--- src/crs_pkg.sv ---
// Shared types and constants for the Catmull-Rom spline sampler.
// Used by the controller, the datapath, the arithmetic units and the top level.
package crs_pkg;

  // Width of the wrap-around arithmetic used for all curve sums.
  localparam int unsigned WideW = 64;
  // Width of the sample index and of the samples-per-segment register.
  localparam int unsigned CntW = 6;
  // Reset value of the samples-per-segment register.
  localparam logic [CntW-1:0] SplReset = 6'd40;
  // Scale that compares the squared derivative against the short limit.
  localparam logic [WideW-1:0] ShortScale = 64'd100000000;

  // Datapath operations issued by the controller.
  typedef enum logic [4:0] {
    OP_NONE,
    OP_SQ2,
    OP_SQ3,
    OP_EV1,
    OP_EV2,
    OP_EV3,
    OP_DIVP_GO,
    OP_POS,
    OP_CHK1,
    OP_CHK2,
    OP_SHORT,
    OP_NORM,
    OP_SUMSQ,
    OP_ROOT_GO,
    OP_DIVT_GO,
    OP_TAN
  } crs_op_e;

  // Command group from controller to datapath.
  typedef struct packed {
    crs_op_e         op;
    logic            load_seg;
    logic            win_shift;
    logic            win_clear;
    logic            out_load;
    logic            run_end;
    logic            endpoint;
    logic [CntW-1:0] j;
    logic [CntW-1:0] s;
  } crs_cmd_t;

  // Status group from datapath to controller.
  typedef struct packed {
    logic div_done;
    logic root_done;
    logic norm_done;
    logic tan_short;
  } crs_stat_t;

endpackage

--- src/crs_ctrl.sv ---
// Controller of the spline sampler: handshakes, configuration register, sample
// sequencing and the datapath command stream. Uses crs_pkg.
module crs_ctrl #(
  parameter int unsigned MAXS = 63
) (
  input  logic               clk_i,
  input  logic               rst_ni,
  input  logic               in_valid_i,
  output logic               in_stall_o,
  input  logic               final_point_i,
  output logic               out_valid_o,
  input  logic               out_stall_i,
  input  logic               cfg_we_i,
  input  logic [5:0]         cfg_wdata_i,
  output crs_pkg::crs_cmd_t  cmd_o,
  input  crs_pkg::crs_stat_t stat_i
);

  typedef enum logic [20:0] {
    ST_IDLE      = 21'h000001,
    ST_SQ2       = 21'h000002,
    ST_SQ3       = 21'h000004,
    ST_EV1       = 21'h000008,
    ST_EV2       = 21'h000010,
    ST_EV3       = 21'h000020,
    ST_DIVP_GO   = 21'h000040,
    ST_DIVP_WAIT = 21'h000080,
    ST_POS       = 21'h000100,
    ST_CHK1      = 21'h000200,
    ST_CHK2      = 21'h000400,
    ST_CHK3      = 21'h000800,
    ST_SHORT     = 21'h001000,
    ST_NORM      = 21'h002000,
    ST_SUMSQ     = 21'h004000,
    ST_ROOT_GO   = 21'h008000,
    ST_ROOT_WAIT = 21'h010000,
    ST_DIVT_GO   = 21'h020000,
    ST_DIVT_WAIT = 21'h040000,
    ST_TAN       = 21'h080000,
    ST_OUT       = 21'h100000
  } crs_state_e;

  crs_state_e state_q, state_d;
  logic [5:0] spl_q;
  logic [5:0] j_q, j_d;
  logic       endp_q, endp_d;
  logic       fin_q;
  logic [1:0] seen_q;
  logic       oval_q;
  logic [5:0] s_eff;
  logic       accept;
  logic       out_free;
  logic       last;
  crs_pkg::crs_op_e op;

  // Effective sample count per segment.
  always_comb begin
    if (spl_q == 6'd0) begin
      s_eff = 6'd1;
    end else if (spl_q > 6'(MAXS)) begin
      s_eff = 6'(MAXS);
    end else begin
      s_eff = spl_q;
    end
  end

  assign accept   = (state_q == ST_IDLE) && in_valid_i;
  assign out_free = !oval_q || !out_stall_i;
  assign last     = endp_q || (!fin_q && (j_q == s_eff - 6'd1));

  // Next state, sample index and datapath operation.
  always_comb begin
    state_d = state_q;
    j_d     = j_q;
    endp_d  = endp_q;
    op      = crs_pkg::OP_NONE;
    unique case (state_q)
      ST_IDLE: begin
        if (accept && (seen_q == 2'd3)) begin
          state_d = ST_SQ2;
          j_d     = '0;
          endp_d  = 1'b0;
        end
      end
      ST_SQ2: begin
        op      = crs_pkg::OP_SQ2;
        state_d = ST_SQ3;
      end
      ST_SQ3: begin
        op      = crs_pkg::OP_SQ3;
        state_d = ST_EV1;
      end
      ST_EV1: begin
        op      = crs_pkg::OP_EV1;
        state_d = ST_EV2;
      end
      ST_EV2: begin
        op      = crs_pkg::OP_EV2;
        state_d = ST_EV3;
      end
      ST_EV3: begin
        op      = crs_pkg::OP_EV3;
        state_d = ST_DIVP_GO;
      end
      ST_DIVP_GO: begin
        op      = crs_pkg::OP_DIVP_GO;
        state_d = ST_DIVP_WAIT;
      end
      ST_DIVP_WAIT: begin
        if (stat_i.div_done) state_d = ST_POS;
      end
      ST_POS: begin
        op      = crs_pkg::OP_POS;
        state_d = ST_CHK1;
      end
      ST_CHK1: begin
        op      = crs_pkg::OP_CHK1;
        state_d = ST_CHK2;
      end
      ST_CHK2: begin
        op      = crs_pkg::OP_CHK2;
        state_d = ST_CHK3;
      end
      ST_CHK3: begin
        state_d = stat_i.tan_short ? ST_SHORT : ST_NORM;
      end
      ST_SHORT: begin
        op      = crs_pkg::OP_SHORT;
        state_d = ST_OUT;
      end
      ST_NORM: begin
        op = crs_pkg::OP_NORM;
        if (stat_i.norm_done) state_d = ST_SUMSQ;
      end
      ST_SUMSQ: begin
        op      = crs_pkg::OP_SUMSQ;
        state_d = ST_ROOT_GO;
      end
      ST_ROOT_GO: begin
        op      = crs_pkg::OP_ROOT_GO;
        state_d = ST_ROOT_WAIT;
      end
      ST_ROOT_WAIT: begin
        if (stat_i.root_done) state_d = ST_DIVT_GO;
      end
      ST_DIVT_GO: begin
        op      = crs_pkg::OP_DIVT_GO;
        state_d = ST_DIVT_WAIT;
      end
      ST_DIVT_WAIT: begin
        if (stat_i.div_done) state_d = ST_TAN;
      end
      ST_TAN: begin
        op      = crs_pkg::OP_TAN;
        state_d = ST_OUT;
      end
      ST_OUT: begin
        if (out_free) begin
          if (last) begin
            state_d = ST_IDLE;
          end else begin
            state_d = ST_EV1;
            if (j_q == s_eff - 6'd1) begin
              j_d    = s_eff;
              endp_d = 1'b1;
            end else begin
              j_d = j_q + 6'd1;
            end
          end
        end
      end
      default: state_d = ST_IDLE;
    endcase
  end

  // Control registers.
  always_ff @(posedge clk_i or negedge rst_ni) begin
    if (!rst_ni) begin
      state_q <= ST_IDLE;
      spl_q   <= crs_pkg::SplReset;
      j_q     <= '0;
      endp_q  <= 1'b0;
      fin_q   <= 1'b0;
      seen_q  <= '0;
      oval_q  <= 1'b0;
    end else begin
      state_q <= state_d;
      j_q     <= j_d;
      endp_q  <= endp_d;
      if (cfg_we_i) spl_q <= cfg_wdata_i;
      if (accept) begin
        fin_q <= final_point_i;
        if (final_point_i) begin
          seen_q <= '0;
        end else if (seen_q != 2'd3) begin
          seen_q <= seen_q + 2'd1;
        end
      end
      if ((state_q == ST_OUT) && out_free) begin
        oval_q <= 1'b1;
      end else if (!out_stall_i) begin
        oval_q <= 1'b0;
      end
    end
  end

  // Command group to the datapath.
  always_comb begin
    cmd_o.op        = op;
    cmd_o.load_seg  = accept;
    cmd_o.win_shift = accept && !final_point_i;
    cmd_o.win_clear = accept && final_point_i;
    cmd_o.out_load  = (state_q == ST_OUT) && out_free;
    cmd_o.run_end   = last;
    cmd_o.endpoint  = endp_q;
    cmd_o.j         = j_q;
    cmd_o.s         = s_eff;
  end

  assign in_stall_o  = (state_q != ST_IDLE);
  assign out_valid_o = oval_q;

endmodule

--- config.mk ---
export PLATFORM = sky130hd
export DESIGN_NAME = crs_ctrl
export DESIGN_NICKNAME = d
export VERILOG_FILES = /design/src/crs_pkg.sv /design/src/crs_ctrl.sv
export SDC_FILE = /design/constraint.sdc
export NUM_CORES = 1
export LEC_CHECK = 0
export BUFFER_PORTS_ARGS = -buffer_cell sky130_fd_sc_hd__clkbuf_2
export CAP_MARGIN = 20
export CORE_ASPECT_RATIO = 0.7
export CORE_UTILIZATION = 56
export CTS_CLUSTER_SIZE = 25
export DETAILED_ROUTE_END_ITERATION = 10
export PLACE_DENSITY = 0.81
export SLEW_MARGIN = 20
export SYNTH_ARGS = -nofsm -noshare
export SYNTH_HDL_FRONTEND = slang
export SYNTH_SLANG_ARGS = --single-unit
--- constraint.sdc ---
create_clock -name clk_i -period 4.4 [get_ports clk_i]
set_clock_uncertainty 0.05 [all_clocks]
set_input_delay 0.66 -clock clk_i [delete_from_list [all_inputs] [get_ports clk_i]]
set_output_delay 0.66 -clock clk_i [all_outputs]
set_load 0.1 [all_outputs]
After elaboration in Yosys (flattened, before gate mapping)
Cells that the tools add are included.
W data, S select, Z words.
{ "classes": {"n_addsub": 3, "mul": 0, "n_div": 0, "n_lt_le_gt_ge": 1, "eq_ne": 34, "n_shift": 0, "n_mux": 26, "n_bitwise": 0, "n_reduce_logical": 20} }
{ "op_table": {"columns": ["cell", "count"], "rows": [
  ["$pmux W21 S20", 1],
  ["$mux W21", 6],
  ["$pmux W4 S15", 1],
  ["$mux W6", 6],
  ["$eq A21 B1 Y1 const B", 1],
  ["$eq A21 B10 Y1 const B", 1],
  ["$eq A21 B11 Y1 const B", 1],
  ["$eq A21 B12 Y1 const B", 1],
  ["$eq A21 B13 Y1 const B", 1],
  ["$eq A21 B14 Y1 const B", 1],
  ["$eq A21 B15 Y1 const B", 1],
  ["$eq A21 B16 Y1 const B", 1],
  ["$eq A21 B17 Y1 const B", 1],
  ["$eq A21 B18 Y1 const B", 1],
  ["$eq A21 B19 Y1 const B", 1],
  ["$eq A21 B2 Y1 const B", 1],
  ["$eq A21 B20 Y1 const B", 1],
  ["$eq A21 B21 Y1 const B", 1],
  ["$eq A21 B3 Y1 const B", 1],
  ["$eq A21 B4 Y1 const B", 1],
  ["$eq A21 B5 Y1 const B", 1],
  ["$eq A21 B6 Y1 const B", 1],
  ["$eq A21 B7 Y1 const B", 1],
  ["$eq A21 B8 Y1 const B", 1],
  ["26 further kinds", 50]
]} }
{ "totals": {"register_bits": 38, "latchBits": 0, "ram_bits": 0, "romBits": 0, "in_bits": 16, "output_inout_bits": 25, "word_cells": 91, "n_memories": 0} }

Logic depth before layout (Yosys ltp)
Gate-level depths: netlist (run 1).
{ "depth": {"depth_word": 10, "ltp_mapped": 12, "ltp_nobuf": 11} }

Worst setup path after synthesis (run 1)
OpenSTA, ideal clock, no wires.
{ "synth_path": {"kind": "reg-to-output", "startpoint": "reg state_q[2]", "endpoint": "out cmd_o[14] in the netlist's numbering", "arrival_time_ps": 3257, "setup_slack_ps": 433, "path_stages_with_launch": 7, "path_cell_list": "dfrtp_1 -> nor4_2 -> nand4_1 -> or2_1 -> or3_1 -> buf_4 -> a21oi_1"} }
{ "synth_lines": {"columns": ["item", "line", "rtl"], "rows": [
  ["start: declaration", "crs_ctrl.sv:43", "crs_state_e state_q, state_d;"],
  ["start signal: assignment", "crs_ctrl.sv:187", "state_q <= state_d;"],
  ["end: declaration", "crs_ctrl.sv:15", "output crs_pkg::crs_cmd_t cmd_o,"]
]} }

==> summary.md, run 1 <==
| Metric | Value |
|---|---|
| GR Overflow Total | `0` |
| Syn_area_per_cell | `about 9.2 um^2` |
| PwrDens | `~450 nW/um^2` |
| Area delta synth->final | `12.3%` |
| Status | `finished clean` |
| Worst Path Arrival | `between 3000 and 4000 ps` |
| Clock Pin Slew Worst Setup and Hold Paths | `80 ps` |
| CTS H-tree lvls | `2` |
| Core area | `roughly 4000 um^2` |
| Reg2reg path depth | `11` |
| Post-DP HPWL | `roughly 4.2 mm` |
| CP cell instances | `or4_4 > o21bai_4 > inv_1 > ha_1 > o21ba_2 > a221oi_1 > o21bai_1 > o41ai_4 > clkbuf_2` |
| Cts hold-fix bufs | `0` |
| Fmax | `between 200 and 250 MHz` |
| Syn_nets | `272` |
| Final setup margin | `240 ps` |
| Synthesized flop and latch total | `38` |
| Largest net degree at the start of global routing | `39` |
| RSZ-0062 raised after global routing | `no` |
| Initial antenna violation count | `0` |
| Cell area after synthesis | `2330 um^2` |
| Clock Sinks | `38` |
| First-pass iteration count of the detailed router | `5` |
| Adder-Cell Fraction of Synth Area | `1.61%` |
| Crit start category | `register` |
| Worst path slowest cell | `or4_4` |
| Final setup vio count | `0` |
| Most common cell in the netlist | `dfrtp_1` |
| Top-area cell type share of the netlist area | `37.6%` |
| R2r setup slk | `950 ps` |
| Post-Syn Instances | `approximately 250` |
| Site Rows | `19` |
| CTS buffer count | `5` |
| Vias in the first global route | `roughly 1900` |
| Residual DRC | `0` |
| Worst Hold Class | `in2async` |
| Number of flops mapped to enable cells by yosys | `0` |
| Max-Cap Viols | `0` |
| N_diodes | `0` |
| Initial Util | `about three fifths` |
| CTS Root Cell | `clkbuf_8` |
| Reg-to-Reg End | `j_q[1]` |
| Slew margin rel. | `between 30% and 40%` |
| Clock tree buffer depth | `2` |
| Post-CTS Setup Bufs | `0` |
| Die area | `4430 um^2` |
| CP bufs+invs | `2` |
| Final Util | `around two thirds` |
| GP Congestion | `0.963` |
| Proportion of synthesized flip-flops having asynchronous set or reset | `100%` |
| Simple-gate share of the synthesized area | `roughly 30%` |
| Area leader, netlist | `dfrtp_1` |
| Fin crit share | `between 90% and 100%` |
| Drt total wl | `5.53 mm` |
| Crit path kind | `reg2out` |
| P_leak | `about 0.0013 uW` |
| Avg WL per Cell | `about 16 um` |
| Most frequent cells after synthesis | `35 x dfrtp_1, 28 x nor2_1, 20 x nand2_1` |
| Worst Tran Pin Value | `941 ps` |
| CP Max Fanout | `9` |
| CTS tree | `yes` |
| Synth Area in Compound Gates | `between 10% and 20%` |
| Yosys warning count | `0` |
| Port bufs | `39` |
| Vias post-DR | `roughly 2100` |
| Delay-heaviest family, CP | `compound AO/OA/AOI/OAI gates` |
| Top FF cell, synth | `dfrtp_1` |
| Cell variety after synth | `58` |
| Nets | `306` |
| Fin. Hold Viols | `0` |
| Fin. max-slew vios | `0` |
| Xor and xnor area share after synthesis | `under 10%` |
| I/O pin cnt | `between 40 and 50` |
| Mux share of post-synthesis cell area | `4.78%` |
| Endpoint type of the worst setup path | `output pin` |
| Largest family of logic cells by synthesized area | `simple AND/OR/NAND/NOR gates` |
| Total negative slack | `0 ps` |
| Filler Cells Inserted | `334` |
| R2R Path Start | `spl_q[2]` |
| CP max stage delay | `between 500 and 600 ps` |
| Die X | `just under 80 um` |
| Routed Antenna Nets | `0` |
| GRT Total Usage | `around 28%` |
| Pre-CTS setup slack | `slightly below 600 ps` |
| Vias/cell | `approximately 6.3` |
| Resize count post-CTS | `0` |
| Area contributors post-synth | `dfrtp_1 38%, nor2_1 4.5%, dfstp_2 3.4%` |
| Initial DRC Count | `301` |
| Register area share after synthesis | `41.0%` |
| Max IR drop VDD | `between 0.3 and 0.4 mV` |
| Layout cells sized above 1 | `~25%` |
| First-pass GRT wire length | `9.29 mm` |
| Die Height | `56.0 um` |
| WP depth | `9` |
| Worst skew pair latency | `about 290 ps` |
| Required @ worst endpoint | `~3700 ps` |
| Fin crit period | `~4200 ps` |
## final cells by class
cell class	instances	area (um^2)	share of cell area [%]
Clock inverter	1	5.00	0.191
Clock buffer	7	86.3	3.30
Timing Repair Buffer	40	203	7.74
Inverter	8	30.0	1.15
Tap cell	52	65.1	2.49
Multi-Input combinational cell	194	1270	48.7
Sequential cell	38	955	36.5
## kinds of logic after synthesis
family / Yosys count
xor gates and xnor gates: 9
other: 1
muxes: 10
AOI/OAI and AO/OA: 49
buffers and inverters: 21
and+or+nand+nor: 122
DFF: 38
adders and majority gates: 3
## worst reg2reg max path: cells and delay by family, from the launching register on
| family | cells | cell delay (ps) |
|---|---|---|
| AO/OA/AOI/OAI | 6 | 1520 |
| adder cells (fa/ha/maj) | 1 | 250 |
| buffers and inverters | 1 | 60 |
| flip-flops | 1 | 470 |
| multiplexers | 1 | 310 |
| AND/OR/NAND/NOR | 2 | 670 |
## report_power, final
| part | leakage, uW | total, uW | switching, uW | internal, uW |
|---|---|---|---|---|
| logic | 0.000719 | 525 | 394 | 132 |
| registers | 0.000506 | 410 | 28.2 | 382 |
| clock network | 0.0000482 | 246 | 120 | 126 |
| total | 0.00127 | 1180 | 542 | 640 |
## cells in the final DEF, fill, tap and decap left out, types with 7 or more instances in the layout
cell type | netlist | layout
nor4_1 | 7 | 7
dfrtp_1 | 35 | 35
nand3_1 | 10 | 10
clkbuf_2 | 0 | 39
a21oi_1 | 8 | 8
nor2_1 | 28 | 28
inv_1 | 8 | 8
nand2_1 | 20 | 20
o21ai_0 | 10 | 10
nor3_1 | 10 | 10
## per-stage QoR
step	hold slack, ps	area [um^2]	instances	total power (uW)
after detailed placement	463	2530	332	937
after floorplan	314	2330	253	857
after global placement	436	2530	332	926
after global routing	503	2620	340	1240
final	442	2620	340	1180
after CTS	477	2620	340	1180
## worst max path at each step
stage	from	to	slack (ps)
after floorplan	state_q[2]	cmd_o[14]	430
after global placement	spl_q[2]	cmd_o[13]	700
after detailed placement	spl_q[2]	cmd_o[13]	580
after CTS	spl_q[2]	cmd_o[13]	260
after global routing	spl_q[2]	cmd_o[13]	60
final	spl_q[2]	cmd_o[13]	240
## registers in the layout, summed over array words and instances (netlist names)
name         cells
out_valid_o      1
spl_q            6
state_q         21
fin_q            1
j_q              6
endp_q           1
seen_q           2
## routing by layer
layer | vias to the layer above | GRT usage, % | routed length (um)
li1 | 989 | - | -
met1 | 1011 | 42.9 | 2650
met2 | 109 | 38.4 | 2310
met3 | 16 | 7.21 | 482
met4 | 0 | 9.09 | 97
met5 | - | 0 | 0
Power figures use the tool's default switching activity.
==> inputs of run 2 (changes only) <==
--- a/config.mk
+++ b/config.mk
@@ -11,6 +11,7 @@
 export CORE_UTILIZATION = 56
 export CTS_CLUSTER_SIZE = 25
 export DETAILED_ROUTE_END_ITERATION = 10
+export GPL_TIMING_DRIVEN = 0
 export PLACE_DENSITY = 0.81
 export SLEW_MARGIN = 20
 export SYNTH_ARGS = -nofsm -noshare
==> constraint.sdc (replaced) <==
create_clock -name clk_i -period 4.5 [get_ports clk_i]
set_clock_uncertainty 0.05 [all_clocks]
set_input_delay 0.675 -clock clk_i [delete_from_list [all_inputs] [get_ports clk_i]]
set_output_delay 0.675 -clock clk_i [all_outputs]
set_load 0.1 [all_outputs]
==> run 2 against run 1 <==
Critical path depth increased by 1. Worst hold slack better by 17 ps. Sequential share of layout area fell by 0.82 points. Largest cell class unchanged. Setup slack better by 16 ps. Clock-buffer cell count stayed put. Largest power group unchanged. Sequential cell count is the same.
==> summary.md, run 2 (synthesis results as in run 1) <==
| Metric | Value |
|---|---|
| Status | `finished clean` |
| Die Height | `56.0 um` |
| Nets | `~320` |
| RSZ-0062 raised after global routing | `no` |
| Cts hold-fix bufs | `0` |
| Die area | `between 4000 and 5000 um^2` |
| CP Max Fanout | `9` |
| Top reg by flops | `state_q` |
| Vias in the first global route | `between 1500 and 2000` |
| Largest registers | `state_q: 21 flops, j_q: 6 flops, spl_q: 6 flops` |
| Fin. Hold Viols | `0` |
| Total chip power | `roughly 1200 uW` |
| GR Overflow Total | `0` |
| Required @ worst endpoint | `approximately 3800 ps` |
| Worst Tran Pin Value | `between 900 and 1000 ps` |
| CTS H-tree lvls | `2` |
| Routed Antenna Nets | `0` |
| Total negative slack | `0 ps` |
| Highest-count cells in the layout ignoring fill and taps | `37 x clkbuf_2, 35 x dfrtp_1, 28 x nor2_1, 20 x nand2_1` |
| Initial Util | `roughly three fifths` |
| Min Hold Slack | `approximately 460 ps` |
| Fin crit share | `~94%` |
| Crit path kind | `reg2out` |
| Largest net degree at the start of global routing | `39` |
| Max IR drop VDD | `0.347 mV` |
| Drt total wl | `~5.7 mm` |
| Area delta synth->final | `14.9%` |
| Reg2reg path depth | `11` |
| Initial DRC Count | `250` |
| CTS tree | `yes` |
| Final setup vio count | `0` |
| Vias post-DR | `2124` |
| Max-Cap Viols | `0` |
| Fmax | `about 240 MHz` |
| PwrDens | `445 nW/um^2` |
| GRT Total Usage | `between 20 and 30%` |
| Endpoint type of the worst setup path | `output pin` |
| Residual DRC | `0` |
| P_leak | `around 0.0013 uW` |
| Clock Sinks | `38` |
| Die X | `79.1 um` |
| Initial antenna violation count | `0` |
| Clock Pin Slew Worst Setup and Hold Paths | `about 70 ps` |
| First-pass GRT wire length | `9.55 mm` |
| Slew margin rel. | `approximately 38%` |
| CTS Root Cell | `clkbuf_8` |
| GP Congestion | `just over 0.9` |
| First-pass iteration count of the detailed router | `5` |
| Post-DP HPWL | `4.23 mm` |
| Number of flip-flops in the largest register | `21` |
| Worst skew pair latency | `~290 ps` |
| Vias/cell | `just over 6` |
| Clock tree buffer depth | `2` |
| CTS buffer count | `5` |
| Crit start category | `register` |
| N_diodes | `0` |
| Layout cells sized above 1 | `between 20% and 30%` |
| R2r setup slk | `1010 ps` |
| Site Rows | `19` |
| Avg WL per Cell | `between 15 and 20 um` |
| Commonest non-fill, non-tap cell in the layout | `clkbuf_2` |
| I/O pin cnt | `41` |
| Worst Hold Class | `in2async` |
| Core area | `3950 um^2` |
| Worst Path Arrival | `between 3000 and 4000 ps` |
| Fin. max-slew vios | `0` |
| Port bufs | `38` |
| Fin crit period | `roughly 4200 ps` |
## run 2: cell count changes in the layout (fill, tap and decap cells not counted), sizes merged
cell and delta:
clkbuf +4, buf +7
## run 2: what timing repair did
item / in CTS / in global routing
resized for setup: 0 / 1
setup buffers: 0 / 0
endpoints found under the setup margin: 0 / 1
## run 2: worst max-delay path, stage by stage (launching register included)
cell and delay [ps]:
dfrtp_1 480, or4_4 570, o21bai_4 180, inv_1 60
ha_1 260, o21ba_2 210, a221oi_1 370, o21bai_1 170
o41ai_4 330, buf_4 170, buf_2 410
## run 2: final timing paths
check	startpoint	to
max	spl_q[2]	cmd_o[13]
min	rst_ni	spl_q[1]
max reg2reg	spl_q[2]	j_q[1]
min reg2reg	seen_q[1]	seen_q[1]
max in group asynchronous	rst_ni	state_q[19]
min in group clk_i	seen_q[1]	seen_q[1]
## run 2: area by class of cell
class	instances	area [um^2]
buffer	13	72.6
inverter	8	30.0
sequential	38	955
timing repair buffer	38	190
clock buffer	7	86.3
clock inverter	1	5.00
fill	342	1270
tap	52	65.1
multi-input combinational	194	1270
## run 2: through the flow
step | util, % | cells | instance area [um^2] | setup WS (ps)
2_1_floorplan | - | 253 | 2330 | 518
3_3_place_gp | 65.5 | 343 | 2590 | 601
3_5_place_dp | 65.5 | 343 | 2590 | 576
4_1_cts | 67.9 | 351 | 2680 | 240
5_1_grt | 67.9 | 351 | 2680 | 32.7
6_report | 67.9 | 351 | 2680 | 256
## run 2: report_power, final
group | switching [uW] | internal, uW | leakage [uW]
registers | 28.9 | 373 | 0.000506
clock network | 119 | 124 | 0.0000482
logic | 400 | 145 | 0.000750
## run 2: per-layer routing
layer	track usage, %	wire length, um
met1	44.6	2750
met2	39.0	2340
met3	6.56	525
met4	9.61	84
met5	0	0
